## config.mk

```make
export PLATFORM = sky130hd
export DESIGN_NAME = modular_exponentiation
export DESIGN_NICKNAME = d
export VERILOG_FILES = /design/src/design/modexp_pkg.sv /design/src/design/modular_exponentiation.sv /design/src/design/modexp_mulu.sv /design/src/design/modexp_seq.sv
export VERILOG_INCLUDE_DIRS = /design/src /design/src/design
export SDC_FILE = /design/constraint.sdc
export NUM_CORES = 1
export LEC_CHECK = 0
export ABC_AREA = 1
export BUFFER_PORTS_ARGS = -buffer_cell sky130_fd_sc_hd__buf_4
export CAP_MARGIN = 15
export CORE_ASPECT_RATIO = 1.25
export CORE_UTILIZATION = 56
export DETAILED_ROUTE_END_ITERATION = 16
export PLACE_DENSITY = 0.86
export SKIP_CTS_REPAIR_TIMING = 1
export SYNTH_ARGS = -nofsm -noshare
export SYNTH_HDL_FRONTEND = slang
export SYNTH_SLANG_ARGS = --single-unit
```

## constraint.sdc

```tcl
create_clock -name clk -period 10.5 [get_ports clk]
set_input_delay 1.05 -clock clk [delete_from_list [all_inputs] [get_ports clk]]
set_output_delay 1.05 -clock clk [all_outputs]
set_load 0.1 [all_outputs]
```

## src/design/modular_exponentiation_assert.svh

```systemverilog
// assertion macros for the modular exponentiation core
`ifndef MODULAR_EXPONENTIATION_ASSERT_SVH
`define MODULAR_EXPONENTIATION_ASSERT_SVH

// same-cycle implication, checked outside reset
`define MODEXP_ASSERT_NOW(label, ante, cons, msg) \
  label: assert property (@(posedge clk) disable iff (rst) (ante) |-> (cons)) \
    else $error(msg);

// next-cycle implication, checked outside reset
`define MODEXP_ASSERT_NEXT(label, ante, cons, msg) \
  label: assert property (@(posedge clk) disable iff (rst) (ante) |=> (cons)) \
    else $error(msg);

`endif

```

## src/design/modexp_pkg.sv

```systemverilog
// microcode format, step addresses and program rom of the modular exponentiation core
package modexp_pkg;

  localparam int PC_W = 4;
  typedef logic [PC_W-1:0] pc_t;

  // what a step waits for before it completes
  typedef logic [1:0] wait_t;
  localparam wait_t WAIT_NONE = 2'd0;
  localparam wait_t WAIT_IN   = 2'd1;
  localparam wait_t WAIT_MUL  = 2'd2;
  localparam wait_t WAIT_OUT  = 2'd3;

  // branch condition evaluated when a step completes
  typedef logic [1:0] jump_t;
  localparam jump_t JMP_NEVER  = 2'd0;
  localparam jump_t JMP_ALWAYS = 2'd1;
  localparam jump_t JMP_EBIT0  = 2'd2;
  localparam jump_t JMP_MORE   = 2'd3;

  // multiplier operand selection
  typedef logic [1:0] opsel_t;
  localparam opsel_t OPS_RED = 2'd0;
  localparam opsel_t OPS_SQR = 2'd1;
  localparam opsel_t OPS_MUL = 2'd2;

  // product destination
  typedef logic [1:0] dst_t;
  localparam dst_t DST_NONE = 2'd0;
  localparam dst_t DST_BASE = 2'd1;
  localparam dst_t DST_ACC  = 2'd2;

  // step addresses
  localparam pc_t PC_IDLE   = 4'd0;
  localparam pc_t PC_RED_GO = 4'd1;
  localparam pc_t PC_RED_WT = 4'd2;
  localparam pc_t PC_INIT   = 4'd3;
  localparam pc_t PC_SQR_GO = 4'd4;
  localparam pc_t PC_SQR_WT = 4'd5;
  localparam pc_t PC_MUL_GO = 4'd6;
  localparam pc_t PC_MUL_WT = 4'd7;
  localparam pc_t PC_NEXT   = 4'd8;
  localparam pc_t PC_OUT    = 4'd9;

  typedef struct packed {
    wait_t  wait_on;
    jump_t  jump;
    pc_t    target;
    logic   mul_go;
    opsel_t opsel;
    dst_t   dst;
    logic   load_in;
    logic   init_acc;
    logic   exp_shift;
    logic   load_out;
  } uword_t;

  // strobes from the sequencer to the datapath
  typedef struct packed {
    logic   in_open;
    logic   load_in;
    logic   mul_go;
    opsel_t opsel;
    dst_t   dst;
    logic   init_acc;
    logic   exp_shift;
    logic   load_out;
  } ctrl_t;

  // conditions from the datapath to the sequencer
  typedef struct packed {
    logic in_valid;
    logic mul_busy;
    logic ebit;
    logic cnt_zero;
    logic out_ready;
  } status_t;

  localparam uword_t UW_NOP = '{
    wait_on:   WAIT_NONE,
    jump:      JMP_NEVER,
    target:    PC_IDLE,
    mul_go:    1'b0,
    opsel:     OPS_RED,
    dst:       DST_NONE,
    load_in:   1'b0,
    init_acc:  1'b0,
    exp_shift: 1'b0,
    load_out:  1'b0
  };

  // left-to-right square and multiply program
  function automatic uword_t ucode_rom(input pc_t pc);
    uword_t uw;
    uw = UW_NOP;
    case (pc)
      PC_IDLE: begin
        uw.wait_on = WAIT_IN;
        uw.load_in = 1'b1;
      end
      PC_RED_GO: begin
        uw.mul_go = 1'b1;
        uw.opsel  = OPS_RED;
      end
      PC_RED_WT: begin
        uw.wait_on = WAIT_MUL;
        uw.dst     = DST_BASE;
      end
      PC_INIT: begin
        uw.init_acc = 1'b1;
      end
      PC_SQR_GO: begin
        uw.mul_go = 1'b1;
        uw.opsel  = OPS_SQR;
      end
      PC_SQR_WT: begin
        uw.wait_on = WAIT_MUL;
        uw.dst     = DST_ACC;
        uw.jump    = JMP_EBIT0;
        uw.target  = PC_NEXT;
      end
      PC_MUL_GO: begin
        uw.mul_go = 1'b1;
        uw.opsel  = OPS_MUL;
      end
      PC_MUL_WT: begin
        uw.wait_on = WAIT_MUL;
        uw.dst     = DST_ACC;
      end
      PC_NEXT: begin
        uw.exp_shift = 1'b1;
        uw.jump      = JMP_MORE;
        uw.target    = PC_SQR_GO;
      end
      PC_OUT: begin
        uw.wait_on  = WAIT_OUT;
        uw.load_out = 1'b1;
        uw.jump     = JMP_ALWAYS;
        uw.target   = PC_IDLE;
      end
      default: begin
        uw.jump   = JMP_ALWAYS;
        uw.target = PC_IDLE;
      end
    endcase
    return uw;
  endfunction

endpackage

```

## src/design/modular_exponentiation.sv

```systemverilog
// top level of the modular exponentiation core: registers, datapath and output stage
//
// Computes residue = message ^ key_exponent mod key_modulus for each input
// transaction, with the message first reduced modulo key_modulus.
// Input channel: in_valid / in_stall with message; a transaction is taken when
// in_valid is high and in_stall is low. Output channel: out_valid / out_stall
// with residue, one result transaction for each input transaction.
// Configuration: key_exponent at address 0, key_modulus at 4 (8 when
// OPERAND_WIDTH exceeds 32); write only while no transaction is in flight.
// A modulus of 0 yields a residue of 0.
// Each exponent bit costs a square and, when the bit is set, a multiply in the
// one-bit-per-cycle modular multiplier, plus one step. One item is worked on
// at a time. Reset loads exponent 1 and modulus 1 and empties the output
// register. A stalled result stays in the output register; the next item is
// still accepted and computed, and waits to be written until the register
// is free.
`include "modular_exponentiation_assert.svh"

module modular_exponentiation #(
  parameter int OPERAND_WIDTH = 32
) (
  input  logic                                         clk,
  input  logic                                         rst,
  input  logic                                         psel,
  input  logic                                         penable,
  input  logic                                         pwrite,
  input  logic [((OPERAND_WIDTH > 32) ? 4 : 3)-1:0]    paddr,
  input  logic [((OPERAND_WIDTH > 32) ? 64 : 32)-1:0]  pwdata,
  output logic [((OPERAND_WIDTH > 32) ? 64 : 32)-1:0]  prdata,
  output logic                                         pready,
  input  logic                                         in_valid,
  output logic                                         in_stall,
  input  logic [OPERAND_WIDTH-1:0]                     message,
  output logic                                         out_valid,
  input  logic                                         out_stall,
  output logic [OPERAND_WIDTH-1:0]                     residue
);

  localparam int W      = OPERAND_WIDTH;
  localparam int DATA_W = (W > 32) ? 64 : 32;
  localparam int ADDR_W = (W > 32) ? 4 : 3;
  localparam int CNT_W  = $clog2(W);

  logic [W-1:0]        key_exponent;
  logic [W-1:0]        key_modulus;
  logic [W-1:0]        msg;
  logic [W-1:0]        exp_sh;
  logic [W-1:0]        base;
  logic [W-1:0]        acc;
  logic [CNT_W-1:0]    cnt;
  logic [W-1:0]        mul_a;
  logic [W-1:0]        mul_b;
  logic [W-1:0]        product;
  logic                mul_busy;
  logic                reg_sel;
  modexp_pkg::ctrl_t   ctrl;
  modexp_pkg::status_t status;

  // configuration port
  assign pready  = 1'b1;
  assign reg_sel = paddr[ADDR_W-1];
  assign prdata  = reg_sel ? DATA_W'(key_modulus) : DATA_W'(key_exponent);

  always_ff @(posedge clk) begin
    if (rst) begin
      key_exponent <= W'(1);
      key_modulus  <= W'(1);
    end else if (psel && penable && pwrite && pready) begin
      if (reg_sel) begin
        key_modulus <= pwdata[W-1:0];
      end else begin
        key_exponent <= pwdata[W-1:0];
      end
    end
  end

  // sequencer
  assign status.in_valid  = in_valid;
  assign status.mul_busy  = mul_busy;
  assign status.ebit      = exp_sh[W-1];
  assign status.cnt_zero  = (cnt == '0);
  assign status.out_ready = !out_valid || !out_stall;

  modexp_seq u_seq (
    .clk    (clk),
    .rst    (rst),
    .status (status),
    .ctrl   (ctrl)
  );

  assign in_stall = !ctrl.in_open;

  // multiplier operands: reduction is 1 times message, then square or multiply
  always_comb begin
    case (ctrl.opsel)
      modexp_pkg::OPS_RED: begin
        mul_a = W'(1);
        mul_b = msg;
      end
      modexp_pkg::OPS_MUL: begin
        mul_a = acc;
        mul_b = base;
      end
      default: begin
        mul_a = acc;
        mul_b = acc;
      end
    endcase
  end

  modexp_mulu #(
    .OPERAND_WIDTH (W)
  ) u_mulu (
    .clk     (clk),
    .rst     (rst),
    .start   (ctrl.mul_go),
    .a       (mul_a),
    .b       (mul_b),
    .m       (key_modulus),
    .busy    (mul_busy),
    .product (product)
  );

  // working registers
  always_ff @(posedge clk) begin
    if (ctrl.load_in) begin
      msg    <= message;
      exp_sh <= key_exponent;
    end
    if (ctrl.dst == modexp_pkg::DST_BASE) begin
      base <= product;
    end
    if (ctrl.dst == modexp_pkg::DST_ACC) begin
      acc <= product;
    end
    if (ctrl.init_acc) begin
      acc <= (key_modulus == W'(1)) ? '0 : W'(1);
      cnt <= CNT_W'(W - 1);
    end
    if (ctrl.exp_shift) begin
      exp_sh <= exp_sh << 1;
      cnt    <= cnt - CNT_W'(1);
    end
  end

  // output register
  always_ff @(posedge clk) begin
    if (rst) begin
      out_valid <= 1'b0;
    end else if (ctrl.load_out) begin
      out_valid <= 1'b1;
    end else if (!out_stall) begin
      out_valid <= 1'b0;
    end
  end

  always_ff @(posedge clk) begin
    if (ctrl.load_out) begin
      residue <= (key_modulus == '0) ? '0 : acc;
    end
  end

  // checks
  `MODEXP_ASSERT_NOW(a_accept_quiet, in_valid && !in_stall, !mul_busy, "input taken while multiplier busy")
  `MODEXP_ASSERT_NOW(a_start_quiet, ctrl.mul_go, !mul_busy, "multiplier restarted while busy")
  `MODEXP_ASSERT_NOW(a_out_free, ctrl.load_out, !out_valid || !out_stall, "output register overwritten while stalled")
  `MODEXP_ASSERT_NEXT(a_out_set, ctrl.load_out, out_valid, "result written but not presented")

endmodule

```

## src/design/modexp_mulu.sv

```systemverilog
// interleaved shift-and-add modular multiplier, one multiplier bit per cycle
module modexp_mulu #(
  parameter int OPERAND_WIDTH = 32
) (
  input  logic                     clk,
  input  logic                     rst,
  input  logic                     start,
  input  logic [OPERAND_WIDTH-1:0] a,
  input  logic [OPERAND_WIDTH-1:0] b,
  input  logic [OPERAND_WIDTH-1:0] m,
  output logic                     busy,
  output logic [OPERAND_WIDTH-1:0] product
);

  localparam int W     = OPERAND_WIDTH;
  localparam int CNT_W = $clog2(W);

  logic [W-1:0]     acc;
  logic [W-1:0]     a_q;
  logic [W-1:0]     b_sh;
  logic [CNT_W-1:0] cnt;
  logic [W-1:0]     dbl;
  logic [W-1:0]     acc_next;

  // (x + y) mod mm for x, y below mm, without overflow
  function automatic logic [W-1:0] mod_add(input logic [W-1:0] x, input logic [W-1:0] y,
                                           input logic [W-1:0] mm);
    logic [W-1:0] gap;
    gap = mm - y;
    if (x >= gap) return x - gap;
    return x + y;
  endfunction

  // double, then add a when the current multiplier bit is set
  always_comb begin
    dbl      = mod_add(acc, acc, m);
    acc_next = b_sh[W-1] ? mod_add(dbl, a_q, m) : dbl;
  end

  // control
  always_ff @(posedge clk) begin
    if (rst) begin
      busy <= 1'b0;
    end else if (start) begin
      busy <= 1'b1;
    end else if (busy && cnt == '0) begin
      busy <= 1'b0;
    end
  end

  // datapath
  always_ff @(posedge clk) begin
    if (start) begin
      acc  <= '0;
      a_q  <= a;
      b_sh <= b;
      cnt  <= CNT_W'(W - 1);
    end else if (busy) begin
      acc  <= acc_next;
      b_sh <= b_sh << 1;
      cnt  <= cnt - CNT_W'(1);
    end
  end

  assign product = acc;

endmodule

```

## src/design/modexp_seq.sv

```systemverilog
// microcode sequencer: step counter, program rom and branch logic
module modexp_seq (
  input  logic                clk,
  input  logic                rst,
  input  modexp_pkg::status_t status,
  output modexp_pkg::ctrl_t   ctrl
);

  modexp_pkg::pc_t    pc;
  modexp_pkg::pc_t    pc_next;
  modexp_pkg::uword_t uw;
  logic               step_done;

  assign uw = modexp_pkg::ucode_rom(pc);

  // wait condition of the current step
  always_comb begin
    unique case (uw.wait_on)
      modexp_pkg::WAIT_NONE: step_done = 1'b1;
      modexp_pkg::WAIT_IN:   step_done = status.in_valid;
      modexp_pkg::WAIT_MUL:  step_done = !status.mul_busy;
      modexp_pkg::WAIT_OUT:  step_done = status.out_ready;
      default:               step_done = 1'b0;
    endcase
  end

  // branch
  always_comb begin
    pc_next = pc;
    if (step_done) begin
      unique case (uw.jump)
        modexp_pkg::JMP_NEVER:  pc_next = pc + modexp_pkg::pc_t'(1);
        modexp_pkg::JMP_ALWAYS: pc_next = uw.target;
        modexp_pkg::JMP_EBIT0:  pc_next = status.ebit ? pc + modexp_pkg::pc_t'(1) : uw.target;
        modexp_pkg::JMP_MORE:   pc_next = status.cnt_zero ? pc + modexp_pkg::pc_t'(1) : uw.target;
        default:                pc_next = modexp_pkg::PC_IDLE;
      endcase
    end
  end

  always_ff @(posedge clk) begin
    if (rst) begin
      pc <= modexp_pkg::PC_IDLE;
    end else begin
      pc <= pc_next;
    end
  end

  // strobes fire only when the step completes; in_open is high throughout the input wait step
  always_comb begin
    ctrl.in_open   = (uw.wait_on == modexp_pkg::WAIT_IN);
    ctrl.load_in   = uw.load_in && step_done;
    ctrl.mul_go    = uw.mul_go && step_done;
    ctrl.opsel     = uw.opsel;
    ctrl.dst       = step_done ? uw.dst : modexp_pkg::DST_NONE;
    ctrl.init_acc  = uw.init_acc && step_done;
    ctrl.exp_shift = uw.exp_shift && step_done;
    ctrl.load_out  = uw.load_out && step_done;
  end

endmodule
```

==> metrics.md <==
| Metric | Value |
|---|---|
| Antenna violations before repair | 0 |
| WL final | between 60 and 70 mm |
| Ports | roughly 140 |
| Row count | 83 |
| Multi-input combinational cell area | 12300 um2 |
| Distinct cells, synth | 61 |
| Chip Width | between 150 and 200 um |
| Final core occ | between 60% and 70% |
| Vias per cell | 5.61 |
| Storage cell area | between 9000 and 10000 um2 |
| P&R area growth vs syn | 11.5% |
| Inserted Clock Buffers | 35 |
| Fmax | approximately 0.11 GHz |
| Number of global-route vias before repair | between 20000 and 25000 |
| Slew margin rel. | 22.7% |
| Clock tree sinks | roughly 340 |
| Yosys reg bits | approximately 340 |
| Root Buffer | clkbuf_16 |
| Port Buffer Count | around 140 |
| Unrepaired setup endpoints after global routing | no |
| N_diodes | 0 |
| R2r startpoint | key_modulus[0] |
| Synth Net Count | 3416 |
| Die Span Y | ~230 um |
| CTS tree | built |
| CP max-delay cell | o21ai_0 |
| Final net count | 3527 |
| Pin count of the biggest net entering global routing | between 90 and 100 |
| Most area-consuming cells after synthesis | edfxtp_1 29%, nand2_1 12%, dfxtp_1 9.2% |
| Post-synth EDFFs | roughly 230 |
| Top FF cell, synth | edfxtp_1 |
| Crit Path Max Fanout | 35 |
| Setup crit start | key_modulus[0] |
| Status | finished clean |
| WL per Instance | 17.9 um |
| Fin. max-slew vios | 0 |
| Max_cap viols | 0 |
| DRC | 0 |
| Final Cycle Share | 83.9% |
| Die area | about 43000 um2 |
| Area after DPL | around 25000 um2 |
| Asr flop ratio synth | 0% |
| Most frequent CP cell | a21oi_1 |
| Setup Skew | 0.0225 ns |
| Top-area cell type share of the netlist area | 29.1% |
| Critical Path RT | roughly 11 ns |
| Layout cells sized above 1 | under 10% |
| Routability cong. | between 1 and 1.5 |
| CORE AREA | slightly above 40000 um2 |
| TNS Setup | 0 ns |
| Worst slew pin tran | between 1 and 1.5 ns |
| Initial Util | a little under three fifths |
| Count of final hold-check violations | 0 |
| Post-route minimum period | ~8.8 ns |
| Arrival time worst endpoint | between 9 and 10 ns |
| Synthesized instance count | 3183 |
| CP peak stage delay | approximately 0.6 ns |
| Clk_lat worst skew | ~0.57 ns |
| Antenna viol nets, final | 0 |
| Number of fill cells in the layout | between 3000 and 4000 |
| Sequential share of the synthesized area | 38.3% |
| Setup violations, final | 0 |
| Post-route cell area | around 26000 um2 |
| Drt pass-1 iters | 5 |
| Critical Setup Path Class | flip-flop to flip-flop |
| GR Overflow Total | 0 |
| Global-route usage over all layers | between 30% and 40% |
| CTS max path bufs | 3 |
| DRT iter0 DRCs | about 1800 |
| Crit start category | flip-flop |
| Worst setup EP type | flip-flop |
| First-pass GRT wire length | approximately 110 mm |
| Synth Cell Area | approximately 24000 um2 |
| H-tree Lvls | 2 |
| Hold crit path type | flip-flop to flip-flop |
| HPWL Detailed | roughly 53 mm |
| Hold Startpoint | exp_sh[0] |
| Avg Cell Area, Syn | roughly 7.4 um2 |
| Worst-path clk slew | ~0.060 ns |
| Synth Warn # | 0 |
| Area leader, netlist | edfxtp_1 |
| Vias after detailed routing | approximately 22000 |
==> metrics by stage <==
step | hold slack, ns | cells | worst slack [ns]
6_report | 0.463 | 3871 | 1.69
4_1_cts | 0.465 | 3869 | 1.82
5_1_grt | 0.485 | 3871 | 1.04
3_3_place_gp | 0.443 | 3807 | 1.99
2_1_floorplan | 0.430 | 3183 | 3.84
3_5_place_dp | 0.456 | 3807 | 1.87
==> synthesized netlist by cell type, types with 3 or more instances <==
master    number
a21oi_2        3
buf_2          3
nand2_1      749
a211oi_1       4
nor2_2         6
buf_1          9
o221ai_1       3
clkbuf_1      67
inv_2          6
a21oi_1      250
xor2_1        72
nand3b_1       9
nor4_1        11
nand2_2       19
nor2_4         3
nand2_4        6
o21bai_1      11
clkinv_1       5
o21ai_0      287
nand3_2       15
inv_1        472
nand4_1       27
buf_6          5
and2_1         3
dfxtp_1      108
nor3_1        27
buf_4          3
xnor2_1       37
edfxtp_1     228
a21boi_0       5
a31oi_1       16
o21ai_1       17
or2_2          5
fa_1           4
nor2_1       296
a21o_1        11
a221oi_1      28
nand3_1      169
ha_1         155
==> layout make-up <==
cell class              count  share of cell area, %
clock buffers              49                   3.66
clock inverters            13                  0.644
inverters                 483                   6.91
multi-input cells        2276                   47.1
flip-flops and latches    336                   34.3
well taps                 552                   2.63
repair buffers            162                   4.73
==> worst paths after layout <==
check	slack [ns]	cells past startpoint	end
min reg2reg	0.46	2	exp_sh[0]
max	1.69	35	u_mulu.product[21]
min	0.46	2	exp_sh[0]
max reg2reg	1.69	35	u_mulu.product[21]
==> metal layers <==
metal	wire length, um	part of all wire, %	global-route usage, %	vias to the layer above
li1	-	-	-	10800
met1	29400	42	43.0	9958
met2	32300	47	54.5	834
met3	4700	6.8	4.12	155
met4	2930	4.2	13.7	0
met5	0	0	0	-
==> cell families (layout without fill, tap and decap cells) <==
kind of cell | after synthesis | after routing | synth area share (%)
simple gates | 1353 | 1353 | 24.5
compound gates | 654 | 654 | 15.2
buf+inv | 571 | 707 | 9.39
flops | 336 | 336 | 38.3
fa+ha+maj | 159 | 159 | 8.59
xor+xnor | 109 | 109 | 4.06
other cells | 1 | 1 | 0.0159
==> placed cells by master, fill, tap and decap left out, types with 9 or more instances in the layout <==
| cell | n |
|---|---|
| clkbuf_1 | 12 |
| o21bai_1 | 11 |
| o21ai_0 | 287 |
| a21oi_1 | 249 |
| a31oi_1 | 15 |
| nand4_1 | 27 |
| nand3_1 | 169 |
| dfxtp_1 | 108 |
| nand3b_1 | 9 |
| inv_1 | 472 |
| nor4_1 | 11 |
| buf_4 | 160 |
| edfxtp_1 | 228 |
| nand2_2 | 19 |
| ha_1 | 155 |
| a21o_1 | 11 |
| nand3_2 | 15 |
| a221oi_1 | 28 |
| nor2_1 | 290 |
| clkbuf_16 | 36 |
| xor2_1 | 72 |
| nor3_1 | 26 |
| nand2_1 | 749 |
| o21ai_1 | 17 |
| nor2_2 | 10 |
| xnor2_1 | 37 |
==> state kept, by name, indices dropped and copies added (netlist names), 4 cells and up <==
signal          count
exp_sh             32
base               32
msg                32
key_exponent       32
residue            32
key_modulus        32
acc                32
u_mulu.b_sh        32
u_mulu.a_q         32
u_mulu.product     32
u_mulu.cnt          5
u_seq.pc            4
cnt                 5
==> worst max-delay path: cells and delay by family (launching register included) <==
family                   cells  cell delay, ns
AND/OR/NAND/NOR             10            2.04
adder cells (fa/ha/maj)      4            1.45
buffers and inverters        4            0.63
AO/OA/AOI/OAI               16            4.09
XOR/XNOR                     1            0.10
flip-flops                   1            0.36
Power is left out: the tool's default activity adds up to more than one toggle a clock period on the data nets, which glitch-free logic cannot reach.
